<file path="src/rtl/core/rau_pkg.sv">
// rau_pkg: shared types, codes and constants for the rational arithmetic unit.
// No dependencies.
package rau_pkg;

  localparam int FIELD_W       = 32;
  localparam int VALUE_W_DEF   = 32;

  localparam logic [2:0] FN_ADD   = 3'd0;
  localparam logic [2:0] FN_SUB   = 3'd1;
  localparam logic [2:0] FN_MUL   = 3'd2;
  localparam logic [2:0] FN_DIV   = 3'd3;
  localparam logic [2:0] FN_NEG   = 3'd4;
  localparam logic [2:0] FN_HALVE = 3'd5;

  localparam logic [1:0] ST_OK   = 2'd0;
  localparam logic [1:0] ST_OVF  = 2'd1;
  localparam logic [1:0] ST_DIV0 = 2'd2;

  typedef struct packed {
    logic [2:0]                 func;
    logic signed [FIELD_W-1:0]  a_num;
    logic [FIELD_W-1:0]         a_den;
    logic signed [FIELD_W-1:0]  b_num;
    logic [FIELD_W-1:0]         b_den;
  } in_item_t;

  typedef struct packed {
    logic signed [FIELD_W-1:0]  res_num;
    logic [FIELD_W-1:0]         res_den;
    logic [1:0]                 status;
  } out_item_t;

  typedef enum logic [1:0] {RK_NORMAL, RK_ZERO, RK_DIV0} kind_t;

  typedef enum logic [1:0] {MS_AM_B, MS_AD_BM, MS_AD_BD} mul_sel_t;

  typedef enum logic [3:0] {
    S_IDLE, S_CLASS, S_MUL0, S_MUL1, S_MUL2, S_FORM, S_GCD,
    S_DIVN_INIT, S_DIVN, S_DIVD_INIT, S_DIVD, S_STORE, S_FIN
  } state_t;

  typedef struct packed {
    logic     load;
    logic     mul_en;
    mul_sel_t mul_sel;
    logic     form;
    logic     gcd_step;
    logic     div_init;
    logic     div_den;
    logic     div_step;
    logic     q_store_num;
    logic     q_store_den;
    logic     out_load;
  } cmd_t;

  typedef struct packed {
    logic early;
    logic use_mul;
    logic gcd_done;
    logic out_free;
  } sts_t;

endpackage

</file>
<file path="src/rtl/core/rau_ctrl.sv">
// rau_ctrl: sequencing state machine for the rational arithmetic unit.
// Depends on rau_pkg.
module rau_ctrl #(
  parameter int VALUE_WIDTH = rau_pkg::VALUE_W_DEF
) (
  input  logic          clk,
  input  logic          rst_n,
  input  logic          in_valid,
  output logic          in_ready,
  input  rau_pkg::sts_t sts,
  output rau_pkg::cmd_t cmd
);

  localparam int N  = 2 * VALUE_WIDTH + 1;
  localparam int KW = $clog2(N + 1);

  rau_pkg::state_t state_r, state_nxt;
  logic [KW-1:0]   dc_r, dc_nxt;

  always_ff @(posedge clk) begin
    if (!rst_n) begin
      state_r <= rau_pkg::S_IDLE;
      dc_r    <= '0;
    end else begin
      state_r <= state_nxt;
      dc_r    <= dc_nxt;
    end
  end

  always_comb begin
    state_nxt = state_r;
    dc_nxt    = dc_r;
    cmd       = '0;
    in_ready  = 1'b0;
    unique case (state_r)
      rau_pkg::S_IDLE: begin
        in_ready = 1'b1;
        if (in_valid) begin
          cmd.load  = 1'b1;
          state_nxt = rau_pkg::S_CLASS;
        end
      end
      rau_pkg::S_CLASS: begin
        if (sts.early) state_nxt = rau_pkg::S_FIN;
        else if (sts.use_mul) state_nxt = rau_pkg::S_MUL0;
        else state_nxt = rau_pkg::S_FORM;
      end
      rau_pkg::S_MUL0: begin
        cmd.mul_en  = 1'b1;
        cmd.mul_sel = rau_pkg::MS_AM_B;
        state_nxt   = rau_pkg::S_MUL1;
      end
      rau_pkg::S_MUL1: begin
        cmd.mul_en  = 1'b1;
        cmd.mul_sel = rau_pkg::MS_AD_BM;
        state_nxt   = rau_pkg::S_MUL2;
      end
      rau_pkg::S_MUL2: begin
        cmd.mul_en  = 1'b1;
        cmd.mul_sel = rau_pkg::MS_AD_BD;
        state_nxt   = rau_pkg::S_FORM;
      end
      rau_pkg::S_FORM: begin
        cmd.form  = 1'b1;
        state_nxt = rau_pkg::S_GCD;
      end
      rau_pkg::S_GCD: begin
        if (sts.early) state_nxt = rau_pkg::S_FIN;
        else begin
          cmd.gcd_step = 1'b1;
          if (sts.gcd_done) state_nxt = rau_pkg::S_DIVN_INIT;
        end
      end
      rau_pkg::S_DIVN_INIT: begin
        cmd.div_init = 1'b1;
        dc_nxt       = '0;
        state_nxt    = rau_pkg::S_DIVN;
      end
      rau_pkg::S_DIVN: begin
        cmd.div_step = 1'b1;
        dc_nxt       = dc_r + 1'b1;
        if (dc_r == KW'(N - 1)) state_nxt = rau_pkg::S_DIVD_INIT;
      end
      rau_pkg::S_DIVD_INIT: begin
        cmd.q_store_num = 1'b1;
        cmd.div_init    = 1'b1;
        cmd.div_den     = 1'b1;
        dc_nxt          = '0;
        state_nxt       = rau_pkg::S_DIVD;
      end
      rau_pkg::S_DIVD: begin
        cmd.div_step = 1'b1;
        dc_nxt       = dc_r + 1'b1;
        if (dc_r == KW'(N - 1)) state_nxt = rau_pkg::S_STORE;
      end
      rau_pkg::S_STORE: begin
        cmd.q_store_den = 1'b1;
        state_nxt       = rau_pkg::S_FIN;
      end
      rau_pkg::S_FIN: begin
        if (sts.out_free) begin
          cmd.out_load = 1'b1;
          state_nxt    = rau_pkg::S_IDLE;
        end
      end
      default: state_nxt = rau_pkg::S_IDLE;
    endcase
  end

endmodule

</file>
<file path="config.mk">
export PLATFORM = sky130hd
export DESIGN_NAME = rau_ctrl
export DESIGN_NICKNAME = d
export VERILOG_FILES = /design/src/rtl/core/rau_pkg.sv /design/src/rtl/core/rau_ctrl.sv
export SDC_FILE = /design/constraint.sdc
export NUM_CORES = 1
export LEC_CHECK = 0
export BUFFER_PORTS_ARGS = -buffer_cell sky130_fd_sc_hd__buf_2
export CAP_MARGIN = 10
export CORE_MARGIN = 2
export CORE_UTILIZATION = 35
export DETAILED_ROUTE_END_ITERATION = 8
export MAX_ROUTING_LAYER = met4
export PLACE_DENSITY_LB_ADDON = 0.08
export SLEW_MARGIN = 20
export SYNTH_ARGS = -nofsm -noshare
export SYNTH_HDL_FRONTEND = slang
export SYNTH_SLANG_ARGS = --single-unit
</file>
<file path="constraint.sdc">
create_clock -name clk -period 3.02 [get_ports clk]
set_input_delay 0.453 -clock clk [delete_from_list [all_inputs] [get_ports clk]]
set_output_delay 0.453 -clock clk [all_outputs]
set_load 0.005 [all_outputs]
</file>
==> results.cfg <==
[power]
power_frac_clock_pct = 16.0
pwr-share-seq_pct = 40.8
pwr-share-comb_pct = 43.2
p_int_mw = 0.359
p_total_mw = 0.639
p_sw_share_pct = 43.7
p_switching_mw = 0.279
ir_drop_mv = 0.272
power_density_nw_per_um2 = 720
p_leak_nw = 0.384

[yosys]
netlist_area_um2 = 779
ys_types = 40
yosys_warnings = 0
syn_avg_cell_area_um2 = 7.50
syn_nets = 113
synth_cells = 104
synth-seq-area-share_pct = 28.3
synth_seq_cells = 11

[sta]
max_slew_margin_pct = 62.9
period_share_pct = 75.5
setup_viol = 0
rsz0062_at_grt = false
fmax_mhz = 439
finalSetupTns_ns = 0
min_period_ns = 2.28
hold_viol_final = 0
drv_slew = 0
worst_pin_slew_ns = 0.555
clock_skew_ns = 0.00611

[cells_and_area]
drive_gt1_share_pct = 20.2
syn_to_final_growth_pct = 13.8
fill_cells = 238
fin_cells = 147
fin_area_um2 = 887
postLayoutCoreUtil_pct = 41.3
diodes = 0
nets = 129

[routing]
wl_um = 1800
ant_nets = 0
drt-wirelength-per-cell_um = 12.2
vias = 773
drt_iter0_drc = 19
drc = 0
via_per_inst = 5.26
first_pass_iters = 4

[worst_setup_path]
endpoint = cmd[5]
crit_fanout = 20
worstPathRequired_ns = 2.57
rrSetupSlack_ns = 1.04
r2r_start = state_r[3]$_SDFFE_PN0P_
reg2reg_to = dc_r[6]$_SDFFE_PN0P_
critPathCaptureType = output pin
crit_arrival_ns = 1.83
path_class = flop to output pin
cp-start-kind = flop
crit_start = state_r[3]$_SDFFE_PN0P_
rr_worst_depth = 5

[min_path]
hold_path.class = input pin to flop

[die]
chipWidth_um = 51.2
placement_rows = 17
die_h_um = 51.2
pin_count = 20
die_area_um2 = 2620
start_util_pct = 36.3
core_area_um2 = 2150

[clock_tree]
tritoncts = built
post-cts-setup-buffers = 0
cts.repair.resized = 0
clk-insertion-delay-late_ns = 0.27
cts.hold.buffers_added = 0
cts_root_buf = clkbuf_4
cts_buffers = 3
clk_pin_slew_ns = 0.08
cts_num_sinks = 11
cts_buffer_depth = 2
h-tree-depth = 1

[flow_run]
drv_cap = 0

[outcome]
status = completed

[global_route]
grt_max_degree = 21
antenna_found_initial = 0
grt_pass1_vias = 673
grt_use_total_pct = 14.9
grt_pass1_wl_um = 2830
overflow = 0

[place]
portBuffers = 19
place.gp.congestion = 0.702
placed_area_um2 = 861
hpwlAfterDp_um = 1320
placed_cells = 143
metal layers:
metal  vias up  share of wire (%)  GRT usage (%)
li1        404                  -              -
met1       349                 45           16.1
met2        18                 51           26.4
met3         2                3.2          0.877
met4         0               0.84           9.46
met5         -                  0              -
critical path, cell delays in order (launching register included):
cell and delay [ns]:
dfxtp_1 0.66, and3b_1 0.24, o21ai_1 0.41, inv_1 0.10, buf_2 0.15
worst min path at each step:
stage	depth (start not counted)	slack [ns]	from	to
floorplan	2	0.46	dc_r[5]$_SDFFE_PN0P_	dc_r[5]$_SDFFE_PN0P_
global route	2	0.47	rst_n	state_r[0]$_SDFFE_PN0P_
finish	3	0.46	rst_n	state_r[2]$_SDFFE_PN0P_
detailed placement	2	0.50	dc_r[5]$_SDFFE_PN0P_	dc_r[5]$_SDFFE_PN0P_
CTS	3	0.46	rst_n	state_r[2]$_SDFFE_PN0P_
global placement	2	0.49	dc_r[5]$_SDFFE_PN0P_	dc_r[5]$_SDFFE_PN0P_
Yosys cell counts:
library cell	n	share of area, %
dfxtp_1	11	28
a21oi_1	10	6.4
nand2_1	8	3.9
nor2_1	8	3.9
nor3_1	6	3.9
clkbuf_1	5	2.4
inv_1	5	2.4
nand3_1	5	3.2
nand2b_1	4	3.2
nor4_1	3	2.4
o21ai_0	3	1.9
a221oi_1	2	2.2
and2_1	2	1.6
and3_1	2	1.6
buf_6	2	2.9
ha_1	2	3.2
o211ai_1	2	1.9
or3_1	2	1.6
a211o_1	1	1.1
a211oi_1	1	0.96
a21o_1	1	0.96
a311oi_1	1	1.1
and3b_1	1	1.1
buf_4	1	0.96
clkinv_1	1	0.48
clkinv_4	1	1.1
mux2i_1	1	1.3
nand3b_1	1	0.96
nand4_1	1	0.80
nand4_4	1	2.7
nor2b_1	1	0.80
nor3b_1	1	0.96
o2111ai_1	1	1.1
o21a_1	1	0.96
o21ai_1	1	0.64
o22a_1	1	1.1
o22ai_1	1	0.80
or2_0	1	0.80
or3b_1	1	1.1
xor2_1	1	1.1
flip-flops by register name, summed over array words and instances, names as in the netlist:
signal and cells:
dc_r 7, state_r 4
stage by stage:
stage	hold WS (ns)	setup slack, ns
finish	0.462	0.741
detailed placement	0.502	1.02
global route	0.465	0.552
CTS	0.462	0.718
floorplan	0.465	1.27
global placement	0.495	1.05
cell type report:
| class | instances | area [µm²] | share of cell area (%) |
|---|---|---|---|
| clock buffers | 4 | 26.3 | 2.96 |
| inverters | 7 | 31.3 | 3.53 |
| multi-input cells | 78 | 479 | 54.0 |
| flip-flops and latches | 11 | 220 | 24.8 |
| well taps | 28 | 35.0 | 3.95 |
| repair buffers | 19 | 95.1 | 10.7 |
layout by cell type (no fill, tap or decap), types with 2 or more instances in the layout:
master	count
buf_2	19
dfxtp_1	11
a21oi_1	10
nand2_1	8
nor2_1	8
nor3_1	6
inv_1	5
nand3_1	5
nand2b_1	4
nor4_1	3
o21ai_0	3
clkbuf_4	3
and2_1	2
o211ai_1	2
or3_1	2
a221oi_1	2
and3_1	2
ha_1	2
cells by family (layout without fill, tap and decap cells):
family,Yosys count,in the layout,share of synthesized area (%)
AND/OR/NAND/NOR,48,48,34.5
buffers and inverters,15,30,10.3
flip-flops,11,11,28.3
adder cells (fa/ha/maj),2,2,3.21
XOR/XNOR,1,1,1.12
multiplexers,1,1,1.28
AO/OA/AOI/OAI,26,26,21.3
power by group through the flow:
stage,sequential (mW),clock [mW],combinational (mW)
floorplan,0.190,0,0.287
finish,0.261,0.102,0.276
detailed placement,0.266,0,0.277
global placement,0.263,0,0.277
global route,0.272,0.112,0.313
CTS,0.262,0.104,0.279
Note: power is estimated with default switching activity, not from simulation.
